## src/rtl/aweq_pkg.sv

```systemverilog
// ----------------------------------------------------------------------------
// aweq_pkg
// Shared widths, register codes and types for the wheel encoder qualifier.
// ----------------------------------------------------------------------------
package aweq_pkg;

  // Field widths fixed by the interface
  localparam int SAMPLE_BITS = 12;
  localparam int TICK_BITS   = 16;
  localparam int STEP_BITS   = 16;
  localparam int SPEED_BITS  = 13;
  localparam int LIMIT_BITS  = 8;
  localparam int CONF_BITS   = 9;
  localparam int CFG_IDX_BITS  = 3;
  localparam int CFG_DATA_BITS = 13;

  // Period timer and divider
  localparam int TIMER_BITS     = 16;
  localparam int PERIOD_DIVISOR = 10;

  // Exact reciprocal divide: q = (t * DIV_MULT) >> DIV_SHIFT for all t < 2**TIMER_BITS
  localparam int DIV_SHIFT     = TIMER_BITS + $clog2(PERIOD_DIVISOR);
  localparam int DIV_MULT_BITS = TIMER_BITS + 1;
  localparam int PROD_BITS     = TIMER_BITS + DIV_MULT_BITS;
  localparam logic [63:0] DIV_MULT =
    ((64'd1 << DIV_SHIFT) + 64'(PERIOD_DIVISOR) - 64'd1) / 64'(PERIOD_DIVISOR);
  localparam int CMP_BITS = (TIMER_BITS > SPEED_BITS) ? TIMER_BITS : SPEED_BITS;

  // Register reset values
  localparam logic [SAMPLE_BITS-1:0] THRESHOLD_RST = SAMPLE_BITS'(3400);
  localparam logic [SAMPLE_BITS-1:0] BAND_RST      = SAMPLE_BITS'(350);
  localparam logic [LIMIT_BITS-1:0]  LIMIT_RST     = LIMIT_BITS'(5);
  localparam logic [SPEED_BITS-1:0]  CEILING_RST   = SPEED_BITS'(2300);

  // Register indexes
  typedef enum logic [CFG_IDX_BITS-1:0] {
    CFG_LEFT_THRESHOLD  = 3'd0,
    CFG_RIGHT_THRESHOLD = 3'd1,
    CFG_BAND_HALF_WIDTH = 3'd2,
    CFG_CONF_LIMIT      = 3'd3,
    CFG_SPEED_CEILING   = 3'd4
  } cfg_idx_t;

  // Current register contents
  typedef struct packed {
    logic [SAMPLE_BITS-1:0] left_threshold;
    logic [SAMPLE_BITS-1:0] right_threshold;
    logic [SAMPLE_BITS-1:0] band_half_width;
    logic [LIMIT_BITS-1:0]  confidence_limit;
    logic [SPEED_BITS-1:0]  speed_ceiling;
  } cfg_t;

  // Per-channel result held for the output side
  typedef struct packed {
    logic                  level;
    logic [STEP_BITS-1:0]  steps;
    logic [SPEED_BITS-1:0] speed;
    logic                  speed_new;
  } chan_res_t;

endpackage

```

## src/rtl/aweq_cfg.sv

```systemverilog
// ----------------------------------------------------------------------------
// aweq_cfg
// Configuration register file; written by index, no read-back.
// ----------------------------------------------------------------------------
module aweq_cfg (
  input  logic                            clk,
  input  logic                            rst,
  input  logic                            cfg_we,
  input  logic [aweq_pkg::CFG_IDX_BITS-1:0]  cfg_index,
  input  logic [aweq_pkg::CFG_DATA_BITS-1:0] cfg_data,
  output aweq_pkg::cfg_t                  cfg
);
  import aweq_pkg::*;

  // Write the addressed register; ignore indexes past the list
  always_ff @(posedge clk) begin
    if (rst) begin
      cfg.left_threshold   <= THRESHOLD_RST;
      cfg.right_threshold  <= THRESHOLD_RST;
      cfg.band_half_width  <= BAND_RST;
      cfg.confidence_limit <= LIMIT_RST;
      cfg.speed_ceiling    <= CEILING_RST;
    end else if (cfg_we) begin
      unique case (cfg_index)
        CFG_LEFT_THRESHOLD:  cfg.left_threshold   <= cfg_data[SAMPLE_BITS-1:0];
        CFG_RIGHT_THRESHOLD: cfg.right_threshold  <= cfg_data[SAMPLE_BITS-1:0];
        CFG_BAND_HALF_WIDTH: cfg.band_half_width  <= cfg_data[SAMPLE_BITS-1:0];
        CFG_CONF_LIMIT:      cfg.confidence_limit <= cfg_data[LIMIT_BITS-1:0];
        CFG_SPEED_CEILING:   cfg.speed_ceiling    <= cfg_data[SPEED_BITS-1:0];
        default: ;
      endcase
    end
  end

endmodule

```

## src/rtl/aweq_chan.sv

```systemverilog
// ----------------------------------------------------------------------------
// aweq_chan
// One encoder channel: hysteresis debounce, step count, period timer, speed.
// ----------------------------------------------------------------------------
module aweq_chan (
  input  logic                           clk,
  input  logic                           rst,
  input  logic                           adv,
  input  logic [aweq_pkg::SAMPLE_BITS-1:0] sample,
  input  logic [aweq_pkg::TICK_BITS-1:0]   ticks,
  input  logic [aweq_pkg::SAMPLE_BITS-1:0] threshold,
  input  aweq_pkg::cfg_t                 cfg,
  output aweq_pkg::chan_res_t            res
);
  import aweq_pkg::*;

  logic [CONF_BITS-1:0]   conf;
  logic [TIMER_BITS-1:0]  timer;

  logic [SAMPLE_BITS:0]   sample_x;
  logic [SAMPLE_BITS:0]   upper;
  logic                   above;
  logic                   below;
  logic                   disagree;
  logic [CONF_BITS-1:0]   conf_inc;
  logic                   flip;
  logic [TIMER_BITS-1:0]  timer_add;
  logic [PROD_BITS-1:0]   prod;
  logic [TIMER_BITS-1:0]  scaled;
  logic                   over;
  logic [SPEED_BITS-1:0]  speed_calc;

  chan_res_t              res_next;
  logic [CONF_BITS-1:0]   conf_next;
  logic [TIMER_BITS-1:0]  timer_next;

  // Hysteresis compare; lower bound written as sample + band < threshold
  assign sample_x = {1'b0, sample};
  assign upper    = {1'b0, threshold} + {1'b0, cfg.band_half_width};
  assign above    = sample_x > upper;
  assign below    = (sample_x + {1'b0, cfg.band_half_width}) < {1'b0, threshold};
  assign disagree = (above && !res.level) || (below && res.level);

  // Confidence count and flip decision
  assign conf_inc = conf + CONF_BITS'(1);
  assign flip     = disagree && (conf_inc > {1'b0, cfg.confidence_limit});

  // Advance timer, divide by the period divisor through the reciprocal
  assign timer_add = timer + TIMER_BITS'(ticks);
  assign prod      = PROD_BITS'(timer_add) * PROD_BITS'(DIV_MULT);
  assign scaled    = TIMER_BITS'(prod >> DIV_SHIFT);
  assign over      = CMP_BITS'(scaled) > CMP_BITS'(cfg.speed_ceiling);
  assign speed_calc = over ? '0 : cfg.speed_ceiling - SPEED_BITS'(scaled);

  // Next channel state
  always_comb begin
    res_next.level     = res.level ^ flip;
    res_next.steps     = res.steps + STEP_BITS'(flip);
    res_next.speed_new = flip && res.level;
    res_next.speed     = (flip && res.level) ? speed_calc : res.speed;
    conf_next          = (disagree && !flip) ? conf_inc : '0;
    timer_next         = (flip && !res.level) ? '0 : timer_add;
  end

  // Hold state; update once per item
  always_ff @(posedge clk) begin
    if (rst) begin
      res   <= '0;
      conf  <= '0;
      timer <= '0;
    end else if (adv) begin
      res   <= res_next;
      conf  <= conf_next;
      timer <= timer_next;
    end
  end

`ifndef SYNTHESIS
  // A new speed only follows a falling flip that advanced the step count
  a_speed_on_fall: assert property (@(posedge clk) disable iff (rst)
    ($past(adv) && res.speed_new) |->
      (!res.level && res.steps == $past(res.steps) + STEP_BITS'(1)))
    else $error("speed update without falling flip");

  // A flip clears the confidence count
  a_flip_clears_conf: assert property (@(posedge clk) disable iff (rst)
    ($past(adv) && res.level != $past(res.level)) |-> conf == '0)
    else $error("confidence not cleared on flip");

  // State holds between items
  a_hold: assert property (@(posedge clk) disable iff (rst)
    !adv |=> ($stable(res) && $stable(conf) && $stable(timer)))
    else $error("channel state changed without an item");
`endif

endmodule

```

## src/rtl/analog_wheel_encoder_qualifier_top.sv

```systemverilog
// ----------------------------------------------------------------------------
// analog_wheel_encoder_qualifier_top
// Two-channel optical wheel encoder qualifier: debounced levels, step counts
// and period-based speed from a stream of ADC sample pairs.
// ----------------------------------------------------------------------------
//  channel  | handshake          | payload
//  ---------+--------------------+------------------------------------------
//  in       | in_valid/in_stall  | left_sample, right_sample, elapsed_ticks
//  out      | out_valid/out_stall| left/right level, steps, speed, speed_new
//  cfg      | cfg_we             | cfg_index, cfg_data
//
//  One item per cycle while the output is not stalled; each accepted item
//  passes the input register and then the channel state, which doubles as
//  result register, before its result shows at the output.
//  The critical path is the timer add, reciprocal multiply and clamp.
//  Sync active-high reset clears valids and channel state, loads cfg defaults.
//  While the output is stalled one more item is taken into the input register.
// ----------------------------------------------------------------------------
module analog_wheel_encoder_qualifier_top (
  input  logic                              clk,
  input  logic                              rst,
  input  logic                              cfg_we,
  input  logic [aweq_pkg::CFG_IDX_BITS-1:0]  cfg_index,
  input  logic [aweq_pkg::CFG_DATA_BITS-1:0] cfg_data,
  input  logic                              in_valid,
  output logic                              in_stall,
  input  logic [aweq_pkg::SAMPLE_BITS-1:0]   left_sample,
  input  logic [aweq_pkg::SAMPLE_BITS-1:0]   right_sample,
  input  logic [aweq_pkg::TICK_BITS-1:0]     elapsed_ticks,
  output logic                              out_valid,
  input  logic                              out_stall,
  output logic                              left_level,
  output logic                              right_level,
  output logic [aweq_pkg::STEP_BITS-1:0]     left_steps,
  output logic [aweq_pkg::STEP_BITS-1:0]     right_steps,
  output logic [aweq_pkg::SPEED_BITS-1:0]    left_speed,
  output logic [aweq_pkg::SPEED_BITS-1:0]    right_speed,
  output logic                              left_speed_new,
  output logic                              right_speed_new
);
  import aweq_pkg::*;

  cfg_t                   cfg;
  chan_res_t              left_res;
  chan_res_t              right_res;

  logic                   s1_valid;
  logic [SAMPLE_BITS-1:0] s1_left;
  logic [SAMPLE_BITS-1:0] s1_right;
  logic [TICK_BITS-1:0]   s1_ticks;

  logic                   out_ready;
  logic                   adv;
  logic                   in_take;

  // Flow control
  assign out_ready = !out_valid || !out_stall;
  assign adv       = s1_valid && out_ready;
  assign in_stall  = s1_valid && !out_ready;
  assign in_take   = in_valid && !in_stall;

  // Input register
  always_ff @(posedge clk) begin
    if (rst) begin
      s1_valid <= 1'b0;
    end else if (in_take) begin
      s1_valid <= 1'b1;
    end else if (adv) begin
      s1_valid <= 1'b0;
    end
  end

  always_ff @(posedge clk) begin
    if (in_take) begin
      s1_left  <= left_sample;
      s1_right <= right_sample;
      s1_ticks <= elapsed_ticks;
    end
  end

  // Result valid: set on advance, drop when taken
  always_ff @(posedge clk) begin
    if (rst) begin
      out_valid <= 1'b0;
    end else if (adv) begin
      out_valid <= 1'b1;
    end else if (!out_stall) begin
      out_valid <= 1'b0;
    end
  end

  aweq_cfg u_cfg (
    .clk       (clk),
    .rst       (rst),
    .cfg_we    (cfg_we),
    .cfg_index (cfg_index),
    .cfg_data  (cfg_data),
    .cfg       (cfg)
  );

  aweq_chan u_left (
    .clk       (clk),
    .rst       (rst),
    .adv       (adv),
    .sample    (s1_left),
    .ticks     (s1_ticks),
    .threshold (cfg.left_threshold),
    .cfg       (cfg),
    .res       (left_res)
  );

  aweq_chan u_right (
    .clk       (clk),
    .rst       (rst),
    .adv       (adv),
    .sample    (s1_right),
    .ticks     (s1_ticks),
    .threshold (cfg.right_threshold),
    .cfg       (cfg),
    .res       (right_res)
  );

  // Drive result fields from channel state
  assign left_level      = left_res.level;
  assign right_level     = right_res.level;
  assign left_steps      = left_res.steps;
  assign right_steps     = right_res.steps;
  assign left_speed      = left_res.speed;
  assign right_speed     = right_res.speed;
  assign left_speed_new  = left_res.speed_new;
  assign right_speed_new = right_res.speed_new;

`ifndef SYNTHESIS
  // Input side stalls only behind a full, stalled output
  a_stall_cause: assert property (@(posedge clk) disable iff (rst)
    in_stall |-> (s1_valid && out_valid && out_stall))
    else $error("input stalled without backpressure");

  // An advanced item always shows up as a result
  a_adv_shows: assert property (@(posedge clk) disable iff (rst)
    adv |=> out_valid)
    else $error("advanced item not presented");

  // A held input item is not dropped
  a_s1_hold: assert property (@(posedge clk) disable iff (rst)
    (s1_valid && !adv) |=> s1_valid)
    else $error("input item lost");
`endif

endmodule
```

## config.mk

```make
export PLATFORM = sky130hd
export DESIGN_NAME = analog_wheel_encoder_qualifier_top
export DESIGN_NICKNAME = d
export VERILOG_FILES = /design/src/rtl/aweq_pkg.sv /design/src/rtl/aweq_cfg.sv /design/src/rtl/aweq_chan.sv /design/src/rtl/analog_wheel_encoder_qualifier_top.sv
export SDC_FILE = /design/constraint.sdc
export NUM_CORES = 1
export LEC_CHECK = 0
export BUFFER_PORTS_ARGS = -buffer_cell sky130_fd_sc_hd__buf_2
export CAP_MARGIN = 10
export CORE_ASPECT_RATIO = 1.75
export CORE_MARGIN = 3
export CORE_UTILIZATION = 40
export CTS_CLUSTER_DIAMETER = 30
export DETAILED_ROUTE_END_ITERATION = 8
export SKIP_LAST_GASP = 1
export SLEW_MARGIN = 40
export SYNTH_ARGS = -nofsm -noshare
export SYNTH_HDL_FRONTEND = slang
export SYNTH_SLANG_ARGS = --single-unit
```

## constraint.sdc

```tcl
create_clock -name clk -period 10 [get_ports clk]
set_input_delay 0 -clock clk [delete_from_list [all_inputs] [get_ports clk]]
set_output_delay 0 -clock clk [all_outputs]
set_load 0.05 [all_outputs]
```

Word-level counts from Yosys, hierarchy flattened --
Cells that the tools add are included.
Storage, ports and cells: flip-flop bits (word level) 211, bits in latches 0, logic and storage cells 96, bits of input ports 61, bits in writable memories 0, output and inout bits 64, memories kept 0, memory bits (read-only) 0
Operators by class: order comparisons 8, $mul 2, shifts and indexed selects 0, div/mod/pow operators 0, reductions and logical operators 35, equal/unequal tests 5, mux-type cells 10, add/sub/neg operators 12, bitwise logic cells 2
Operators with widths (count):
- 16-bit by 16-bit multiplier with 32-bit output, second input constant | 2
- 12-bit by 12-bit adder with 13-bit output | 4
- 16-bit by 1-bit adder with 16-bit output | 2
- 16-bit adder | 2
- 16-bit 2-to-1 mux | 2
- 12-bit by 13-bit greater-than comparator with 1-bit output | 2
- 13-bit greater-than comparator | 2
- 13-bit by 12-bit < comparator with 1-bit output | 2
- 13-bit 2-to-1 mux | 2
- 13-bit subtractor | 2
- 9-bit by 1-bit adder with 9-bit output, second input constant | 2
- 9-bit by 8-bit greater-than comparator with 1-bit output | 2
- 9-bit 2-to-1 mux | 2
- 1-bit logical AND | 15
- 2-bit AND reduction | 7
- 1-bit logical NOT | 8
- 3-bit by 2-bit == test with 1-bit output, second input constant | 2
- 1-bit 2-to-1 mux | 4
- 3-bit by 1-bit == test with 1-bit output, second input constant | 1
- 3-bit == test, second input constant | 1
- 3-bit logical NOT | 1
- 1-bit logical OR | 3
- 2-bit by 1-bit != test with 1-bit output, second input constant | 1
- 2-bit nonzero test | 1
- 1-bit XOR | 2

Logic depth before layout (Yosys ltp) --
depth in word-level cells 8, depth in mapped cells 40, depth with buffers taken out 39

Cells and area by module --
A second synthesis with hierarchy kept.
Unflattened totals: cells, all modules 2396, area total of the unflattened synthesis 22605.4 µm²
By module, submodules not included:
- aweq_chan (u_left) | sequential area each 1121.1 µm², instances 1, cells each 1070, area an instance 9603.0 µm²
- aweq_chan (u_right) | sequential area each 1121.1 µm², instances 1, cells each 1056, area an instance 9427.8 µm²
- aweq_cfg | sequential area each 1141.1 µm², instances 1, cells each 220, area an instance 2287.2 µm²
- analog_wheel_encoder_qualifier_top | sequential area each 1241.2 µm², instances 1, cells each 50, area an instance 1287.5 µm²

Worst setup path after synthesis --
No wires, ideal clock.
path kind register to register, start register s1_ticks[1], end register u_left.res[10] in the netlist's numbering, stages on the path, launching flop included 37, clock period less this slack 8803 ps, data required time 9872 ps, arrival time 8674 ps, buffers on the path 1, slack 1197 ps, setup time 128 ps, cells stage by stage edfxtp_1 ha_1 a21o_1 a21oi_1 o21ai_0 o21ai_2 or2b_2 a21boi_2 o41ai_4 xor2_1 xnor2_1 ha_1 ha_1 inv_1 fa_1 inv_1 fa_1 fa_1 inv_1 fa_1 inv_1 ha_1 a211o_1 a221o_1 o21a_1 a21oi_1 o31a_1 o21bai_1 a21boi_0 xor2_1 ha_1 or3_1 o21ai_0 a21oi_1 a21oi_1 clkbuf_1 o21ai_0
Between the ends: longest elaborated chain between the ends 4, elaborated cells between the ends (all ways) 5, those cells by class add/sub (2); mul (1); order compare (1); mux (1)
Ends and longest elaborated chain:
- from (decl) | line analog_wheel_encoder_qualifier_top.sv:50 | logic [TICK_BITS-1:0] s1_ticks;
- from (signal assigned) | line analog_wheel_encoder_qualifier_top.sv:77 | s1_ticks <= elapsed_ticks;
- 16-bit adder (*) | line aweq_chan.sv:49 | assign timer_add = timer + TIMER_BITS'(ticks);
- 16-bit by 16-bit multiplier with 32-bit output (*) | line aweq_chan.sv:50 | assign prod = PROD_BITS'(timer_add) * PROD_BITS'(DIV_MULT);
- 13-bit subtractor / 13-bit greater-than comparator (equally long branches) | line aweq_chan.sv:53, aweq_chan.sv:52
- 13-bit 2-to-1 mux (*) | line aweq_chan.sv:53 | assign speed_calc = over ? '0 : cfg.speed_ceiling - SPEED_BITS'(scaled);
- to (signal assigned) | line aweq_chan.sv:72 | res <= res_next;
- to (decl) | line aweq_chan.sv:13 | output aweq_pkg::chan_res_t res
Every way passes the cells marked *; elsewhere a longest branch is shown, timed or not. A chain may end at the register's enable or synchronous reset.

Worst setup path in the final report --
start register s1_ticks[0], end register u_right.res[7] in the netlist's numbering
Between the ends: longest elaborated chain between the ends 4, elaborated cells between the ends (all ways) 5, those cells by class add/sub (2); mul (1); order compare (1); mux (1)
Ends and longest elaborated chain (line):
- 16-bit adder (*) | aweq_chan.sv:49
- 16-bit by 16-bit multiplier with 32-bit output (*) | aweq_chan.sv:50
- 13-bit subtractor / 13-bit greater-than comparator (equally long branches) | aweq_chan.sv:53, aweq_chan.sv:52
- 13-bit 2-to-1 mux (*) | aweq_chan.sv:53
- to (signal assigned) | aweq_chan.sv:72
- to (decl) | aweq_chan.sv:13
Marks and branches as above.

==> out/metrics.csv <==
metric,value,unit
cts.clk_slew.worst_paths,0.05,ns
path_depth,40,
ant_nets,0,
reg2reg_to,u_right.res[7],
min_path_type,in2reg,
routed_wl,61800,um
ys_async_sr_fraction,0,
final_nets,3315,
cts_made_buffers,50,
synth_edf_count,40,
fin_crit_sh,0.944,
dp_slack,0.443,ns
cp_max_fo,9,
grt_usage,0.212,
cp.required,10.45,ns
max_slew_margin,0.477,
critPathBufInv,7,
post-dp-hpwl,50800,um
max_stage_delay,0.55,ns
critPathLaunchType,flop,
cpMostUsedCell,inv_1,
num-fill-cells,5260,
critPathTopFamily,adder cells,
post_cts_buffers,0,
reg2regPathDepth,40,
clock.fmax,106,MHz
diodes,0,
synth-warning-count,0,
clock-root-buffer,clkbuf_16,
h-tree-depth,2,
yosys-top-cells-area,"ha_1 (25%), dfxtp_1 (15%), fa_1 (14%), inv_1 (6.1%), edfxtp_1 (5.4%)",
worst_pin_slew,0.779,ns
rr_startpoint,s1_ticks[0],
die_y,319,um
clkLatencyLatePin,0.59,ns
clkSinkCount,211,
cts_tree,yes,
r2r_setup_slack,0.56,ns
startpoint,s1_ticks[0],
layout_min_cycle_time,9.44,ns
synthFlopType,dfxtp_1,
synthCells,2445,
wl_per_cell,18.2,um
synth.distinct_cells,78,
slew_violations,0,
grt_first_pass_wirelength,99000,um
slowest_stage,fa_1,
drc,0,
rsz0062_at_grt,no,
fin_skew,0.0279,ns
vias,18000,
worstSetupPathType,reg2reg,
critical_path.endpoint_type,flop,
core_area,55300,um^2
synth_area,22400,um^2
syn_to_final_growth,17.3,%
status,completed,
firstDrtPassIters,5,
synth_top_area_share,0.248,
grt-ovfl-total,0,
dieArea,58900,um^2
postLayoutCoreUtil,0.474,
ys_ff_latch,211,
critical_path.endpoint,u_right.res[7],
die_w,185,um
setup_viol_count_final,0,
setup_tns,0,ns
via_per_inst,5.29,
finalHoldWorstSlack,0.0621,ns
drv_cap,0,
layout-drive-gt1-share,0.106,
io_buffers,124,
grt_max_degree,95,
syn-num-nets,3104,
hp-start,cfg_we,
worst_slack,0.562,ns
final_hold_viol_count,0,
synth.avg_cell_area,9.15,um^2
grt_pass1_vias,19200,
routabilityCongestion,0.921,
io_pins,125,
start_util,0.404,
yosysTopAreaCell,ha_1,
cp.arrival,9.89,ns
cts.path.max_buffers,3,
std_cell_rows,114,
antenna_found_initial,0,
ys_seq_area_frac,0.207,
drtIter0Drc,574,
## tightest hold or removal path: cells and delay by family
| family | cells | cell delay [ns] |
|---|---|---|
| compound gates | 1 | 0.05 |
| buf+inv | 1 | 0.12 |
| simple gates | 2 | 0.43 |
## per-layer routing
layer	vias to the layer above	wire (um)	GRT usage
li1	8802	-	-
met4	0	3840	0.117
met3	183	2390	0.0293
met5	-	0	0
met1	8549	22100	0.217
met2	417	33500	0.406
## sequential cells by signal (all words and copies together) (netlist names)
name / cells
out_valid: 1
s1_left: 12
s1_right: 12
s1_ticks: 16
s1_valid: 1
u_cfg.cfg: 57
u_left.conf: 9
u_left.res: 31
u_left.timer: 16
u_right.conf: 9
u_right.res: 31
u_right.timer: 16
## repair_timing
item / CTS / global route
endpoints found under the setup margin: 0 / 14
gates resized for setup: 0 / 3
hold endpoints to repair: 130 / 0
hold buffers: 62 / 0
## synth_stat cells (15+ instances only)
library cell  number
nand3b_1          17
a22oi_1           21
edfxtp_1          40
o21a_1            19
o21ai_0           83
ha_1             444
nand3_1           52
nor3_1            29
nor2_1           132
xor2_1            92
inv_1            366
a21oi_1          142
or3_1             17
and3_1            21
fa_1             154
nand4_1           22
nand2b_1          15
clkbuf_1          41
a211o_1           21
nand2_1          183
nor2b_1           38
xnor2_1           93
dfxtp_1          171
a21o_1            54
## cell type report
class                   instances  area [um^2]  share of cell area
clock buffers                  55         1330              0.0507
multi-input cells            1824        16300               0.620
well taps                     696          871              0.0332
clock inverters                38          409              0.0156
repair buffers                203         1380              0.0524
inverters                     366         1370              0.0523
flip-flops and latches        211         4620               0.176
## cell usage in the layout (no fill, tap or decap), types with 37 or more instances in the layout
| cell | count |
|---|---|
| a21oi_1 | 139 |
| nor2b_1 | 37 |
| edfxtp_1 | 40 |
| o21ai_0 | 83 |
| clkbuf_16 | 51 |
| nand2_1 | 182 |
| nand3_1 | 52 |
| xnor2_1 | 90 |
| dfxtp_1 | 171 |
| a21o_1 | 54 |
| nor2_1 | 128 |
| buf_2 | 123 |
| ha_1 | 444 |
| dlygate4sd3_1 | 62 |
| fa_1 | 154 |
| xor2_1 | 92 |
| inv_1 | 366 |
## per-stage QoR
stage / area (um^2) / std cells
detailed placement: 23900 / 3238
finish: 26300 / 3393
floorplan: 22400 / 2445
global route: 26300 / 3393
CTS: 26200 / 3393
global placement: 23800 / 3238
## worst min path at each step
stage               slack [ns]      endpoint  cells past startpoint
floorplan                  0.1    s1_left[0]                      0
global placement          0.18   s1_right[2]                      1
detailed placement        0.18   s1_ticks[4]                      1
CTS                       0.02  u_cfg.cfg[8]                      4
global route              0.09  u_cfg.cfg[0]                      4
finish                    0.06  u_cfg.cfg[8]                      4
## logic make-up after synthesis
| logic type | Yosys count | synth area share |
|---|---|---|
| xor gates and xnor gates | 189 | 0.0753 |
| AOI/OAI and AO/OA | 458 | 0.136 |
| buffers and inverters | 410 | 0.0689 |
| and+or+nand+nor | 566 | 0.122 |
| muxes | 13 | 0.00587 |
| adders and majority gates | 598 | 0.386 |
| DFF | 211 | 0.207 |
Power is left out: the tool's default activity adds up to more than one toggle a clock period on the data nets, which glitch-free logic cannot reach.
